`src/sv/paf_pkg.sv`:
```
// ----------------------------------------------------------------------------
// paf_pkg: shared definitions for the partition allocator fit unit
// command, status, policy and register codes, default sizes, compare flags
// ----------------------------------------------------------------------------
package paf_pkg;

   localparam int MAX_PARTS_DEFAULT = 32;
   localparam int ADDR_BITS_DEFAULT = 20;

   typedef enum logic [1:0] {
      CMD_INIT  = 2'd0,
      CMD_ADD   = 2'd1,
      CMD_ALLOC = 2'd2,
      CMD_FREE  = 2'd3
   } cmd_type;

   typedef enum logic [2:0] {
      ST_OK       = 3'd0,
      ST_NOFIT    = 3'd1,
      ST_FULL     = 3'd2,
      ST_NOTFOUND = 3'd3,
      ST_BADMODE  = 3'd4
   } status_type;

   typedef enum logic [1:0] {
      FIT_FIRST = 2'd0,
      FIT_BEST  = 2'd1,
      FIT_WORST = 2'd2,
      FIT_NONE  = 2'd3
   } policy_type;

   typedef enum logic [1:0] {
      CSR_SCHEME   = 2'd0,
      CSR_POLICY   = 2'd1,
      CSR_MEM_SIZE = 2'd2,
      CSR_SPARE    = 2'd3
   } csr_index_type;

   // flags from the shared compare unit
   typedef struct packed {
      logic take;    // free entry that fits and beats the current pick
      logic match;   // used entry whose start equals the requested base
   } cmp_out_type;

endpackage

```
`src/sv/partition_allocator_fit_unit.sv`:
```
// ----------------------------------------------------------------------------
// partition_allocator_fit_unit: first, best and worst fit partition allocator
// table of partitions in a memory, scanned and reshuffled by a sequencer
// ----------------------------------------------------------------------------
// Steps: an add reads the last entry unless the table is empty; allocate and
//   free scan the table; a dynamic allocate writes the pick for an exact fit,
//   else shifts the later entries up and splits the hole; a dynamic free adds
//   a merge pass.
// Throughput: one command at a time; the next one is taken once the sequencer
//   is idle, while a waiting result sits in the output register.
// Reset: entry count cleared, registers to dynamic, first fit, 1024 bytes;
//   table contents are not cleared.
module partition_allocator_fit_unit #(
   parameter int MAX_PARTS = paf_pkg::MAX_PARTS_DEFAULT,
   parameter int ADDR_BITS = paf_pkg::ADDR_BITS_DEFAULT
) (
   input  logic                 clock,
   input  logic                 reset,
   input  logic                 req_valid,
   output logic                 req_stall,
   input  logic [1:0]           req_cmd,
   input  logic [ADDR_BITS:0]   req_request_size,
   input  logic [ADDR_BITS-1:0] req_base_address,
   output logic                 rsp_valid,
   input  logic                 rsp_stall,
   output logic [2:0]           rsp_status,
   output logic [ADDR_BITS-1:0] rsp_granted_base,
   output logic [ADDR_BITS:0]   rsp_granted_size,
   input  logic                 csr_write_enable,
   input  logic [1:0]           csr_index,
   input  logic [ADDR_BITS:0]   csr_write_data
);

   import paf_pkg::*;

   localparam int SW = ADDR_BITS + 1;
   localparam int PW = $clog2(MAX_PARTS);
   localparam int CW = $clog2(MAX_PARTS + 1);
   localparam int EW = 2 * SW + 1;
   localparam logic [SW-1:0] SPACE = {1'b1, {ADDR_BITS{1'b0}}};
   localparam logic [CW-1:0] FULL_COUNT = CW'(MAX_PARTS);

   typedef enum logic [3:0] {
      S_IDLE, S_ADD_RD, S_ADD_CHK, S_SCAN, S_DECIDE, S_SHIFT_RD, S_SHIFT_WR,
      S_SPLIT_HI, S_SPLIT_LO, S_MRG_START, S_MRG_FIRST, S_MRG_RD, S_MRG_ACC,
      S_MRG_END, S_RESP
   } state_type;

   state_type        state_ff;
   logic [CW-1:0]    count_ff;
   logic             scheme_ff;
   policy_type       policy_ff;
   logic [SW-1:0]    mem_size_ff;
   cmd_type          cmd_ff;
   logic [SW-1:0]    req_ff;
   logic [ADDR_BITS-1:0] base_ff;
   logic [CW-1:0]    idx_ff;
   logic             found_ff;
   logic [PW-1:0]    pick_ff;
   logic [SW-1:0]    pick_start_ff;
   logic [SW-1:0]    pick_size_ff;
   logic [SW-1:0]    best_ff;
   logic [PW-1:0]    k_ff;
   logic [PW-1:0]    w_ff;
   logic [SW-1:0]    cur_start_ff;
   logic [SW-1:0]    cur_size_ff;
   logic             cur_free_ff;
   status_type       status_ff;
   logic [ADDR_BITS-1:0] gbase_ff;
   logic [SW-1:0]    gsize_ff;
   logic             rsp_valid_ff;
   status_type       rsp_status_ff;
   logic [ADDR_BITS-1:0] rsp_gbase_ff;
   logic [SW-1:0]    rsp_gsize_ff;

   logic             ram_we;
   logic [PW-1:0]    ram_waddr;
   logic [EW-1:0]    ram_wdata;
   logic [PW-1:0]    ram_raddr;
   logic [EW-1:0]    ram_rdata;
   logic [SW-1:0]    rd_start;
   logic [SW-1:0]    rd_size;
   logic             rd_free;
   logic [SW-1:0]    limit;
   logic [SW:0]      add_start;
   logic [SW-1:0]    cmp_rem;
   cmp_out_type      cmp_flags;
   logic             req_xfer;
   logic             rsp_xfer;

   assign req_xfer = req_valid && !req_stall;
   assign rsp_xfer = rsp_valid_ff && !rsp_stall;
   assign req_stall = (state_ff != S_IDLE);
   assign {rd_start, rd_size, rd_free} = ram_rdata;
   assign limit = (mem_size_ff > SPACE) ? SPACE : mem_size_ff;
   assign add_start = (count_ff == '0) ? '0 : ({1'b0, rd_start} + {1'b0, rd_size});

   paf_table_ram #(
      .DEPTH(MAX_PARTS),
      .WIDTH(EW)
   ) u_ram (
      .clock   (clock),
      .wr_en   (ram_we),
      .wr_addr (ram_waddr),
      .wr_data (ram_wdata),
      .rd_addr (ram_raddr),
      .rd_data (ram_rdata)
   );

   paf_fit_cmp #(
      .ADDR_BITS(ADDR_BITS)
   ) u_cmp (
      .ent_start (rd_start),
      .ent_size  (rd_size),
      .ent_free  (rd_free),
      .req_size  (req_ff),
      .base      (base_ff),
      .policy    (policy_ff),
      .found     (found_ff),
      .best      (best_ff),
      .rem       (cmp_rem),
      .flags     (cmp_flags)
   );

   // table memory port control
   always_comb begin
      ram_we    = 1'b0;
      ram_waddr = '0;
      ram_wdata = '0;
      ram_raddr = '0;
      case (state_ff)
         S_IDLE: begin
            if (req_xfer && cmd_type'(req_cmd) == CMD_INIT && scheme_ff && limit != '0) begin
               ram_we    = 1'b1;
               ram_wdata = {{SW{1'b0}}, limit, 1'b1};
            end
         end
         S_ADD_RD: ram_raddr = PW'(count_ff - 1'b1);
         S_ADD_CHK: begin
            if (!(add_start + {1'b0, req_ff} > {1'b0, limit})) begin
               ram_we    = 1'b1;
               ram_waddr = PW'(count_ff);
               ram_wdata = {add_start[SW-1:0], req_ff, 1'b1};
            end
         end
         S_SCAN:     ram_raddr = PW'(idx_ff);
         S_DECIDE: begin
            if (found_ff && (cmd_ff == CMD_FREE || !scheme_ff)) begin
               ram_we    = 1'b1;
               ram_waddr = pick_ff;
               ram_wdata = {pick_start_ff, pick_size_ff, cmd_ff == CMD_FREE};
            end
         end
         S_SHIFT_RD: ram_raddr = k_ff - 1'b1;
         S_SHIFT_WR: begin
            ram_we    = 1'b1;
            ram_waddr = k_ff;
            ram_wdata = ram_rdata;
         end
         S_SPLIT_HI: begin
            ram_we    = 1'b1;
            ram_waddr = pick_ff + 1'b1;
            ram_wdata = {pick_start_ff + req_ff, best_ff, 1'b1};
         end
         S_SPLIT_LO: begin
            ram_we    = 1'b1;
            ram_waddr = pick_ff;
            ram_wdata = {pick_start_ff, req_ff, 1'b0};
         end
         S_MRG_RD:   ram_raddr = PW'(idx_ff);
         S_MRG_ACC: begin
            if (!(cur_free_ff && rd_free)) begin
               ram_we    = 1'b1;
               ram_waddr = w_ff;
               ram_wdata = {cur_start_ff, cur_size_ff, cur_free_ff};
            end
         end
         S_MRG_END: begin
            ram_we    = 1'b1;
            ram_waddr = w_ff;
            ram_wdata = {cur_start_ff, cur_size_ff, cur_free_ff};
         end
         default: ;
      endcase
   end

   // sequencer, registers and result register
   always_ff @(posedge clock) begin
      if (reset) begin
         state_ff     <= S_IDLE;
         count_ff     <= '0;
         scheme_ff    <= 1'b1;
         policy_ff    <= FIT_FIRST;
         mem_size_ff  <= SW'(1024);
         rsp_valid_ff <= 1'b0;
      end else begin
         // configuration writes
         if (csr_write_enable) begin
            case (csr_index_type'(csr_index))
               CSR_SCHEME:   scheme_ff   <= csr_write_data[0];
               CSR_POLICY:   policy_ff   <= policy_type'(csr_write_data[1:0]);
               CSR_MEM_SIZE: mem_size_ff <= csr_write_data;
               default: ;
            endcase
         end

         if (rsp_xfer) begin
            rsp_valid_ff <= 1'b0;
         end

         case (state_ff)
            S_IDLE: begin
               if (req_xfer) begin
                  cmd_ff    <= cmd_type'(req_cmd);
                  req_ff    <= req_request_size;
                  base_ff   <= req_base_address;
                  status_ff <= ST_OK;
                  gbase_ff  <= '0;
                  gsize_ff  <= '0;
                  idx_ff    <= '0;
                  found_ff  <= 1'b0;
                  state_ff  <= S_RESP;
                  case (cmd_type'(req_cmd))
                     CMD_INIT: begin
                        count_ff <= (scheme_ff && limit != '0) ? CW'(1) : '0;
                     end
                     CMD_ADD: begin
                        if (scheme_ff) begin
                           status_ff <= ST_BADMODE;
                        end else if (count_ff == FULL_COUNT) begin
                           status_ff <= ST_FULL;
                        end else if (count_ff == '0) begin
                           state_ff <= S_ADD_CHK;
                        end else begin
                           state_ff <= S_ADD_RD;
                        end
                     end
                     CMD_ALLOC: begin
                        if (req_request_size == '0) begin
                           status_ff <= ST_NOFIT;
                        end else begin
                           state_ff <= S_SCAN;
                        end
                     end
                     default: state_ff <= S_SCAN;
                  endcase
               end
            end
            S_ADD_RD: state_ff <= S_ADD_CHK;
            S_ADD_CHK: begin
               if (add_start + {1'b0, req_ff} > {1'b0, limit}) begin
                  status_ff <= ST_NOFIT;
               end else begin
                  count_ff <= count_ff + 1'b1;
                  gbase_ff <= add_start[ADDR_BITS-1:0];
                  gsize_ff <= req_ff;
               end
               state_ff <= S_RESP;
            end
            // one entry per cycle, data of entry idx-1 is on the read port
            S_SCAN: begin
               if (idx_ff != '0) begin
                  if ((cmd_ff == CMD_ALLOC && cmp_flags.take) ||
                      (cmd_ff == CMD_FREE && cmp_flags.match)) begin
                     found_ff      <= 1'b1;
                     pick_ff       <= PW'(idx_ff - 1'b1);
                     pick_start_ff <= rd_start;
                     pick_size_ff  <= rd_size;
                     best_ff       <= cmp_rem;
                  end
               end
               if (idx_ff == count_ff) begin
                  state_ff <= S_DECIDE;
               end else begin
                  idx_ff <= idx_ff + 1'b1;
               end
            end
            S_DECIDE: begin
               state_ff <= S_RESP;
               if (cmd_ff == CMD_FREE) begin
                  if (!found_ff) begin
                     status_ff <= ST_NOTFOUND;
                  end else if (scheme_ff) begin
                     state_ff <= S_MRG_START;
                  end
               end else if (!found_ff) begin
                  status_ff <= ST_NOFIT;
               end else if (!scheme_ff) begin
                  gbase_ff <= pick_start_ff[ADDR_BITS-1:0];
                  gsize_ff <= pick_size_ff;
               end else if (best_ff != '0 && count_ff == FULL_COUNT) begin
                  status_ff <= ST_FULL;
               end else begin
                  gbase_ff <= pick_start_ff[ADDR_BITS-1:0];
                  gsize_ff <= req_ff;
                  k_ff     <= PW'(count_ff);
                  if (best_ff == '0) begin
                     state_ff <= S_SPLIT_LO;
                  end else if (count_ff > CW'(pick_ff) + 1'b1) begin
                     state_ff <= S_SHIFT_RD;
                  end else begin
                     state_ff <= S_SPLIT_HI;
                  end
               end
            end
            S_SHIFT_RD: state_ff <= S_SHIFT_WR;
            S_SHIFT_WR: begin
               k_ff <= k_ff - 1'b1;
               if (CW'(k_ff) - 1'b1 > CW'(pick_ff) + 1'b1) begin
                  state_ff <= S_SHIFT_RD;
               end else begin
                  state_ff <= S_SPLIT_HI;
               end
            end
            S_SPLIT_HI: begin
               count_ff <= count_ff + 1'b1;
               state_ff <= S_SPLIT_LO;
            end
            S_SPLIT_LO: state_ff <= S_RESP;
            // merge pass: compact runs of free entries in place
            S_MRG_START: state_ff <= S_MRG_FIRST;
            S_MRG_FIRST: begin
               cur_start_ff <= rd_start;
               cur_size_ff  <= rd_size;
               cur_free_ff  <= rd_free;
               idx_ff       <= CW'(1);
               w_ff         <= '0;
               state_ff     <= (count_ff == CW'(1)) ? S_MRG_END : S_MRG_RD;
            end
            S_MRG_RD: state_ff <= S_MRG_ACC;
            S_MRG_ACC: begin
               if (cur_free_ff && rd_free) begin
                  cur_size_ff <= cur_size_ff + rd_size;
               end else begin
                  w_ff         <= w_ff + 1'b1;
                  cur_start_ff <= rd_start;
                  cur_size_ff  <= rd_size;
                  cur_free_ff  <= rd_free;
               end
               idx_ff   <= idx_ff + 1'b1;
               state_ff <= (idx_ff + 1'b1 == count_ff) ? S_MRG_END : S_MRG_RD;
            end
            S_MRG_END: begin
               count_ff <= CW'(w_ff) + 1'b1;
               state_ff <= S_RESP;
            end
            // hand the result to the output register once it is free
            S_RESP: begin
               if (!rsp_valid_ff || !rsp_stall) begin
                  rsp_valid_ff  <= 1'b1;
                  rsp_status_ff <= status_ff;
                  rsp_gbase_ff  <= gbase_ff;
                  rsp_gsize_ff  <= gsize_ff;
                  state_ff      <= S_IDLE;
               end
            end
            default: state_ff <= S_IDLE;
         endcase
      end
   end

   assign rsp_valid        = rsp_valid_ff;
   assign rsp_status       = rsp_status_ff;
   assign rsp_granted_base = rsp_gbase_ff;
   assign rsp_granted_size = rsp_gsize_ff;

   // checks
   a_count_bound: assert property (@(posedge clock) disable iff (reset)
      count_ff <= FULL_COUNT)
      else $error("entry count beyond table depth");

   a_busy_after_accept: assert property (@(posedge clock) disable iff (reset)
      req_xfer |=> state_ff != S_IDLE)
      else $error("sequencer idle right after a transfer");

   a_fail_zero: assert property (@(posedge clock) disable iff (reset)
      rsp_valid_ff && rsp_status_ff != ST_OK |-> rsp_gbase_ff == '0 && rsp_gsize_ff == '0)
      else $error("failed result carries a grant");

   a_status_range: assert property (@(posedge clock) disable iff (reset)
      rsp_valid_ff |-> rsp_status_ff <= ST_BADMODE)
      else $error("status code out of range");

endmodule

```
`src/sv/paf_table_ram.sv`:
```
// ----------------------------------------------------------------------------
// paf_table_ram: partition table storage
// one write port, one read port with registered read data
// ----------------------------------------------------------------------------
module paf_table_ram #(
   parameter  int DEPTH = 32,
   parameter  int WIDTH = 43,
   localparam int AW    = $clog2(DEPTH)
) (
   input  logic             clock,
   input  logic             wr_en,
   input  logic [AW-1:0]    wr_addr,
   input  logic [WIDTH-1:0] wr_data,
   input  logic [AW-1:0]    rd_addr,
   output logic [WIDTH-1:0] rd_data
);

   logic [WIDTH-1:0] mem [DEPTH];
   logic [WIDTH-1:0] rd_data_ff;

   // write and registered read
   always_ff @(posedge clock) begin
      if (wr_en) begin
         mem[wr_addr] <= wr_data;
      end
      rd_data_ff <= mem[rd_addr];
   end

   assign rd_data = rd_data_ff;

endmodule

```
`src/sv/paf_fit_cmp.sv`:
```
// ----------------------------------------------------------------------------
// paf_fit_cmp: shared subtract and compare unit
// remainder of one entry against the request, fit decision and base match
// ----------------------------------------------------------------------------
module paf_fit_cmp #(
   parameter  int ADDR_BITS = 20,
   localparam int SW        = ADDR_BITS + 1
) (
   input  logic [SW-1:0]          ent_start,
   input  logic [SW-1:0]          ent_size,
   input  logic                   ent_free,
   input  logic [SW-1:0]          req_size,
   input  logic [ADDR_BITS-1:0]   base,
   input  paf_pkg::policy_type    policy,
   input  logic                   found,
   input  logic [SW-1:0]          best,
   output logic [SW-1:0]          rem,
   output paf_pkg::cmp_out_type   flags
);

   import paf_pkg::*;

   logic fits;
   logic better;

   assign fits = ent_free && (ent_size >= req_size);
   assign rem  = ent_size - req_size;

   // policy compare, ties keep the earlier entry
   always_comb begin
      case (policy)
         FIT_FIRST: better = !found;
         FIT_BEST:  better = !found || (rem < best);
         FIT_WORST: better = !found || (rem > best);
         default:   better = 1'b0;
      endcase
   end

   assign flags.take  = fits && better;
   assign flags.match = !found && !ent_free && (ent_start == {1'b0, base});

endmodule

```
`config.mk`:
```
export PLATFORM = sky130hd
export DESIGN_NAME = partition_allocator_fit_unit
export DESIGN_NICKNAME = d
export VERILOG_FILES = /design/src/sv/paf_pkg.sv /design/src/sv/partition_allocator_fit_unit.sv /design/src/sv/paf_table_ram.sv /design/src/sv/paf_fit_cmp.sv
export SDC_FILE = /design/constraint.sdc
export NUM_CORES = 2
export LEC_CHECK = 0
export BUFFER_PORTS_ARGS = -buffer_cell sky130_fd_sc_hd__buf_2
export CAP_MARGIN = 20
export CELL_PAD_IN_SITES_DETAIL_PLACEMENT = 1
export CELL_PAD_IN_SITES_GLOBAL_PLACEMENT = 1
export CORE_UTILIZATION = 50
export CTS_BUF_LIST = sky130_fd_sc_hd__clkbuf_8
export CTS_CLUSTER_DIAMETER = 30
export CTS_CLUSTER_SIZE = 14
export DETAILED_ROUTE_END_ITERATION = 6
export PLACE_DENSITY = 0.72
export SLEW_MARGIN = 15
export SYNTH_ARGS = -nofsm -noshare
export SYNTH_HDL_FRONTEND = slang
export SYNTH_HIERARCHICAL = 1
export SYNTH_SLANG_ARGS = --single-unit
export TNS_END_PERCENT = 20
```
`constraint.sdc`:
```
create_clock -name clock -period 11.81 [get_ports clock]
set_input_delay 0.5905 -clock clock [delete_from_list [all_inputs] [get_ports clock]]
set_output_delay 0.5905 -clock clock [all_outputs]
set_load 0.02 [all_outputs]
```
**Yosys cells after proc, flatten, opt, wreduce, memory -nomap -nowiden**

Memory sizes are Yosys's and may differ from the RTL's. A register that Yosys moved wholly into a read port is not among the register bits.
Cells that the tools add are included.

- Register bits: 294
- Latch bits: 0
- Memory bits (writable): 1376
- Bits in read-only memories: 0
- Bits of input ports: 71
- Memories: 1

Memory list:

| name | depth | width | rd ports | clocked after memory_dff | write ports | line | source |
|---|---|---|---|---|---|---|---|
| u_ram.mem | 32 | 43 | 1 | 1 | 1 | paf_table_ram.sv:18 | `logic [WIDTH-1:0] mem [DEPTH];` |

- $add $sub $neg: 15
- Multiply operators: 0
- Divide/modulo/power cells: 0
- Order comparisons: 7
- Eq/ne operators: 45
- Shifts and indexed selects: 0
- Multiplexer cells: 94
- Bitwise operators: 1
- Reductions and logical operators: 61

Operators with widths:

| operator | count |
|---|---|
| case mux 43 bit (8 select lines) | 1 |
| two-way mux 21 bit | 9 |
| two-way mux 43 bit | 3 |
| two-way mux 20 bit | 6 |
| case mux 21 bit (2 select lines) | 2 |
| case mux 21 bit (3 select lines) | 1 |
| case mux 20 bit (3 select lines) | 1 |
| case mux 4 bit (13 select lines) | 1 |
| case mux 6 bit (4 select lines) | 2 |
| two-way mux 22 bit | 2 |
| two-way mux 4 bit | 11 |
| adder 21 bit | 2 |
| logical NOT 21 bit | 2 |
| nonzero test 21 bit | 2 |
| two-way mux 5 bit | 8 |
| two-way mux 3 bit | 12 |
| case mux 5 bit (7 select lines) | 1 |
| two-way mux 6 bit | 5 |
| == test 4 bit (second input constant) | 7 |
| inequality test 2 bit (second input constant) | 14 |
| adder 21 x 21 -> 22 bit | 1 |
| adder 22 x 21 -> 22 bit | 1 |
| greater-than comparator 22 x 21 -> 1 bit | 1 |
| == test 21 x 20 -> 1 bit | 1 |
| 50 further kinds | 127 |

**Depth between registers and ports, before layout**

- Depth in word-level cells: 10
- Gate-level depth with buffers: 33
- Mapped depth without buffers: 30

**By module**

The synthesis kept the hierarchy.

By module, submodules not included:

| module | instances | cells each | area an instance (µm²) | seq. area each (µm²) |
|---|---|---|---|---|
| paf_table_ram | 1 | 3020 | 54486.0 | 42180.5 |
| partition_allocator_fit_unit | 1 | 1690 | 17585.6 | 8478.1 |
| paf_fit_cmp | 1 | 265 | 1894.3 | 0.0 |

**Worst setup path after synthesis**

OpenSTA, ideal clock, no wires.

- Path kind: register -> register
- From: register req_ff[1]
- To: register best_ff[0] (enable)
- Library setup time: 0.592 ns
- Arrival time: 9.380 ns
- Data required time: 11.218 ns
- Slack: 1.838 ns
- Cell stages (with the launch flop): 21
- Path buffers: 0
- Period minus slack after synthesis: 9.972 ns
- Path through: edfxtp_1 -> inv_1 -> fa_1 -> a21oi_1 -> o211ai_1 -> a211oi_1 -> o21ai_1 -> a21o_1 -> a21oi_1 -> xnor2_1 -> ha_1 -> nand4_1 -> or4_4 -> a211oi_2 -> nor3_1 -> mux2_4 -> a2111oi_2 -> mux2_2 -> nand2_1 -> a31oi_1 -> nor3b_1

RTL lines:

| what | line | source |
|---|---|---|
| start, declared | partition_allocator_fit_unit.sv:55 | `logic [SW-1:0] req_ff;` |
| start signal, assigned | partition_allocator_fit_unit.sv:215 | `req_ff <= req_request_size;` |
| end signal, assigned | partition_allocator_fit_unit.sv:269 | `best_ff <= cmp_rem;` |
| end, declared | partition_allocator_fit_unit.sv:62 | `logic [SW-1:0] best_ff;` |

**Final worst setup path**

- From: register u_ram.rd_data_ff[1], in the netlist u_ram/rd_data[1] (read register of u_ram.mem)
- To: memory u_ram.mem[10][39] (enable)

- Elaborated cells between the ends (all ways): 10
- Those cells by class: add/sub: 2; order compare: 1; mux: 7

RTL lines:

| what | line | source |
|---|---|---|
| start, declared | paf_table_ram.sv:19 | `logic [WIDTH-1:0] rd_data_ff;` |
| adder 21 x 21 -> 22 bit | partition_allocator_fit_unit.sv:96 | `assign add_start = (count_ff == '0) ? '0 : ({1'b0, rd_start} + {1'b0, rd_size});` |
| two-way mux 22 bit | partition_allocator_fit_unit.sv:96 |  |
| adder 22 x 21 -> 22 bit | partition_allocator_fit_unit.sv:140 | `if (!(add_start + {1'b0, req_ff} > {1'b0, limit})) begin` |
| greater-than comparator 22 x 21 -> 1 bit | partition_allocator_fit_unit.sv:140 |  |
| two-way mux 5 bit | partition_allocator_fit_unit.sv:140 |  |
| case mux 5 bit (7 select lines) | partition_allocator_fit_unit.sv:131 | `case (state_ff)` |
| named net ram_waddr[1] | partition_allocator_fit_unit.sv:77 | `logic [PW-1:0] ram_waddr;` |
| end, declared | paf_table_ram.sv:18 |  |

The timed path passes the listed nets, and every way through them passes these cells.

==> parameters.txt <==
Parameter                              Value

Outcome
  Result of the run ... complete, but fails checks
  Failing checks ... DRC

Setup path
  Setup slack of the worst register-to-register path ... ~2.3 ns
  Critical Path End Type ... flop
  Maximum single-stage delay on the critical path ... 0.97 ns
  Worst reg2reg startpoint ... u_ram/rd_data[1]
  Cell with the largest stage delay on the worst path ... nor2_4
  Most frequent cell on the critical path ... ha_1
  Family with the most delay on the worst path ... compound AO/OA/AOI/OAI gates
  Category of the worst setup path launch point ... flop
  Required time at the endpoint of the critical path ... about 12 ns
  Worst flop-to-flop path endpoint ... u_ram/mem[10][39]
  Critical path start-end classification ... flop to flop
  Top fanout value on the critical path ... 24
  Cells on worst reg2reg path ... 30
  Crit path arrival time ... 10.15 ns
  Count of buffering cells on the critical path with inverters included ... 5

Synthesis
  Number of synthesized register bits ... around 1,700
  Yosys cell types ... ~90
  Share of synthesized registers carrying an async set or reset ... 0
  Instance count of the mapped netlist ... ~5,000
  Proportion of synthesized chip area in sequential cells ... 0.6849
  Yosys warns ... 6
  Count of flip-flops with a built-in enable after synthesis ... roughly 1,600
  Syn Nets ... 5,225
  Area of the mapped netlist ... 73,970 um^2
  Ys flop type ... edfxtp_1
  Average footprint of a synthesized cell ... around 15 um^2

Placed design
  Placed Cells ... 6,879
  Worst slack after detailed placement ... about 2.4 ns
  Final HPWL DP ... 144,700 um
  Input/output buffers ... ~120
  GP Congestion ... between 0.9 and 1
  Placed instance area ... ~77,000 um^2

STA
  Final Max Tran Viols ... 0
  Clock tree skew after final layout ... ~0.11 ns
  Final setup violation count ... 0
  Final hold violations ... 0
  Minimum period implied by the final worst setup slack ... roughly 9.5 ns
  Setup total negative slack ... 0 ns
  Unrepaired setup endpoints after global routing ... false
  Remaining max-slew budget at the tightest pin ... 0.2093
  PnR worst setup slack ... around 2.3 ns
  Final worst-path cycle share ... 0.8025
  F_max ... 105.5 MHz
  Worst hold margin ... 0.09906 ns
  Worst-Margin Slew ... 1.186 ns

Worst hold path
  Hold Path Class ... primary input to flop
  Critical hold path startpoint ... csr_index[0]
  Hold depth ... 4
  Endpoint of the worst hold-timing path ... policy_ff[1]

Route
  Detailed-route wire length per cell ... roughly 30 um
  Number of violations reported at the end of detailed-routing iteration 0 ... between 4,000 and 5,000
  Number of nets with antenna violations after routing ... 0
  Number of vias per cell ... 6.170
  Remaining routing DRC violations ... 1
  Total number of vias ... roughly 47,000
  Total iterations of the first detailed-routing run ... 7
  Final WL ... about 230,000 um

GRT
  Via count of the first global-routing pass ... ~50,000
  Overall global routing resource usage ... 0.3049
  Maximum number of pins on one net before global-route repair ... roughly 120
  Number of antenna violations at the first check in global routing ... 14
  Wire length of the first global-routing pass ... approximately 330,000 um
  Aggregate global routing overflow ... 0

Pwr
  Max rail drop VDD ... between 150 and 200 uV
  Power share of the clock group ... 0.297
  Power density cells ... between 200 and 300 nW/um^2
  Static leakage ... ~29 nW
  Comb pwr share ... 0.346
  Switching share of power ... 0.3795
  Sequential Power Share ... 0.357
  Internal power component ... 14.67 mW
  Total net switching power ... around 9 mW

Floorplan
  Number of top-level pins ... around 120
  Total Die Area ... roughly 150,000 um^2
  Chip width ... 386.6 um
  Starting Density ... 0.5057
  Std cell rows ... 140
  Std-Cell Core Area ... approximately 150,000 um^2
  Y dimension of the die ... 386.6 um

CTS
  Clock Tree Buf Depth ... 4
  Clock H-tree levels ... 5
  Clk pin slew, worst setup/hold paths ... about 0.05 ns
  TritonCTS clock tree ... built
  Clk Latency, worst-skew pair ... a little over 1 ns
  Sinks on the clock net ... roughly 1,700
  Total CTS buffers ... around 370
  Count of cells resized by post-cts repair ... 0
  CTS Root Cell ... clkbuf_8

Finish
  Design Area, Final ... around 86,000 um^2
  Layout fillers ... approximately 14,000
  Leading cell types in the layout, fill and taps excluded ... 1,635 x edfxtp_1, 692 x mux2i_1, 379 x clkbuf_8
  Final cell count without fillers ... between 7,000 and 8,000
  P&R area growth vs syn ... 16.13%
  Most common cell after layout, fill and taps aside ... edfxtp_1
  Fraction of final layout cells sized beyond drive strength 1 ... 0.1645
  Layout net count ... around 5,700

Run
  Max-capacitance violation count ... 0
==> routing by layer <==
layer / part of all wire / GRT usage / wire [um] / vias to the layer above
met5: 0.000061 / 0 / 14 / -
met4: 0.039 / 0.1267 / 9051 / 2
met3: 0.061 / 0.04815 / 14040 / 422
met2: 0.48 / 0.4973 / 110900 / 1827
met1: 0.42 / 0.4073 / 96690 / 24345
li1: - / - / - / 20367
==> per-stage QoR <==
step | power, mW | utilization
after floorplan | 13.19 | -
after global placement | 16.24 | 0.5266
after detailed placement | 16.46 | 0.5268
after CTS | 23.55 | 0.5866
after global routing | 24.43 | 0.5872
final | 23.63 | 0.5872
==> sequential cells by signal (all words and copies together), names as in the netlist, 5 cells and up <==
signal / cells
base_ff: 20
best_ff: 21
count_ff: 6
cur_size_ff: 21
cur_start_ff: 21
gbase_ff: 20
gsize_ff: 21
idx_ff: 6
k_ff: 5
mem_size_ff: 21
pick_ff: 5
pick_size_ff: 21
pick_start_ff: 21
req_ff: 21
rsp_granted_base: 20
rsp_granted_size: 21
u_ram/mem: 1376
u_ram/rd_data: 43
w_ff: 5
==> worst min-delay path, cell delays in order <==
cell      delay (ns)
buf_2           0.12
nand3b_1        0.15
mux2i_1         0.09
nor2_1          0.07
==> repair_timing <==
item / 4_1_cts / 5_1_grt
hold endpoints to repair: 68 / 0
hold buffers: 66 / 0
setup buffers: 0 / 0
==> power groups by stage <==
stage / Sequential, mW / Clock [mW] / Combinational, mW
6_report: 8.43 / 7.02 / 8.18
3_3_place_gp: 8.51 / 0 / 7.73
3_5_place_dp: 8.54 / 0 / 7.91
2_1_floorplan: 8.33 / 0 / 4.86
5_1_grt: 8.45 / 7.38 / 8.60
4_1_cts: 8.42 / 7.13 / 8.00
==> cell families after synthesis <==
logic type,synth area share
and+or+nand+nor,0.06103
muxes,0.09446
DFF,0.6849
adders and majority gates,0.03079
xor gates and xnor gates,0.01597
AOI/OAI and AO/OA,0.08739
buffers and inverters,0.02548
==> layout make-up <==
cell class,instances,area (um^2),share of cell area
Clock buffer,379,5216,0.06073
Clock inverter,280,2869,0.03340
Timing Repair Buffer,306,2402,0.02797
Sequential cell,1713,50660,0.5898
Tap cell,1917,2399,0.02792
Inverter,102,382.9,0.004457
Antenna cell,4,10.01,0.0001165
Multi-Input combinational cell,2910,21960,0.2556
==> how the worst max path moves through the flow <==
stage / start / endpoint / depth (start not counted)
after floorplan: req_ff[1] / best_ff[0] / 20
after global placement: u_ram/rd_data[1] / u_ram/mem[22][33] / 30
after detailed placement: u_ram/rd_data[1] / u_ram/mem[22][16] / 30
after CTS: u_ram/rd_data[1] / u_ram/mem[10][17] / 30
after global routing: u_ram/rd_data[1] / u_ram/mem[14][15] / 31
final: u_ram/rd_data[1] / u_ram/mem[10][39] / 30
==> synth_stat cells, drive strengths merged (90+ instances only) <==
library cell / number / area (um^2)
a22o: 117 / 1025
o21ai: 95 / 479.2
nor3: 90 / 460.4
nand3: 186 / 930.9
nor2: 146 / 550.5
ha: 174 / 2177
buf: 148 / 1114
mux2i: 692 / 6927
a22oi: 150 / 1126
nand2: 376 / 1411
a21oi: 262 / 1319
edfxtp: 1635 / 49100
clkbuf: 102 / 387.9
inv: 102 / 382.9
(Power assumes the default switching activity.)
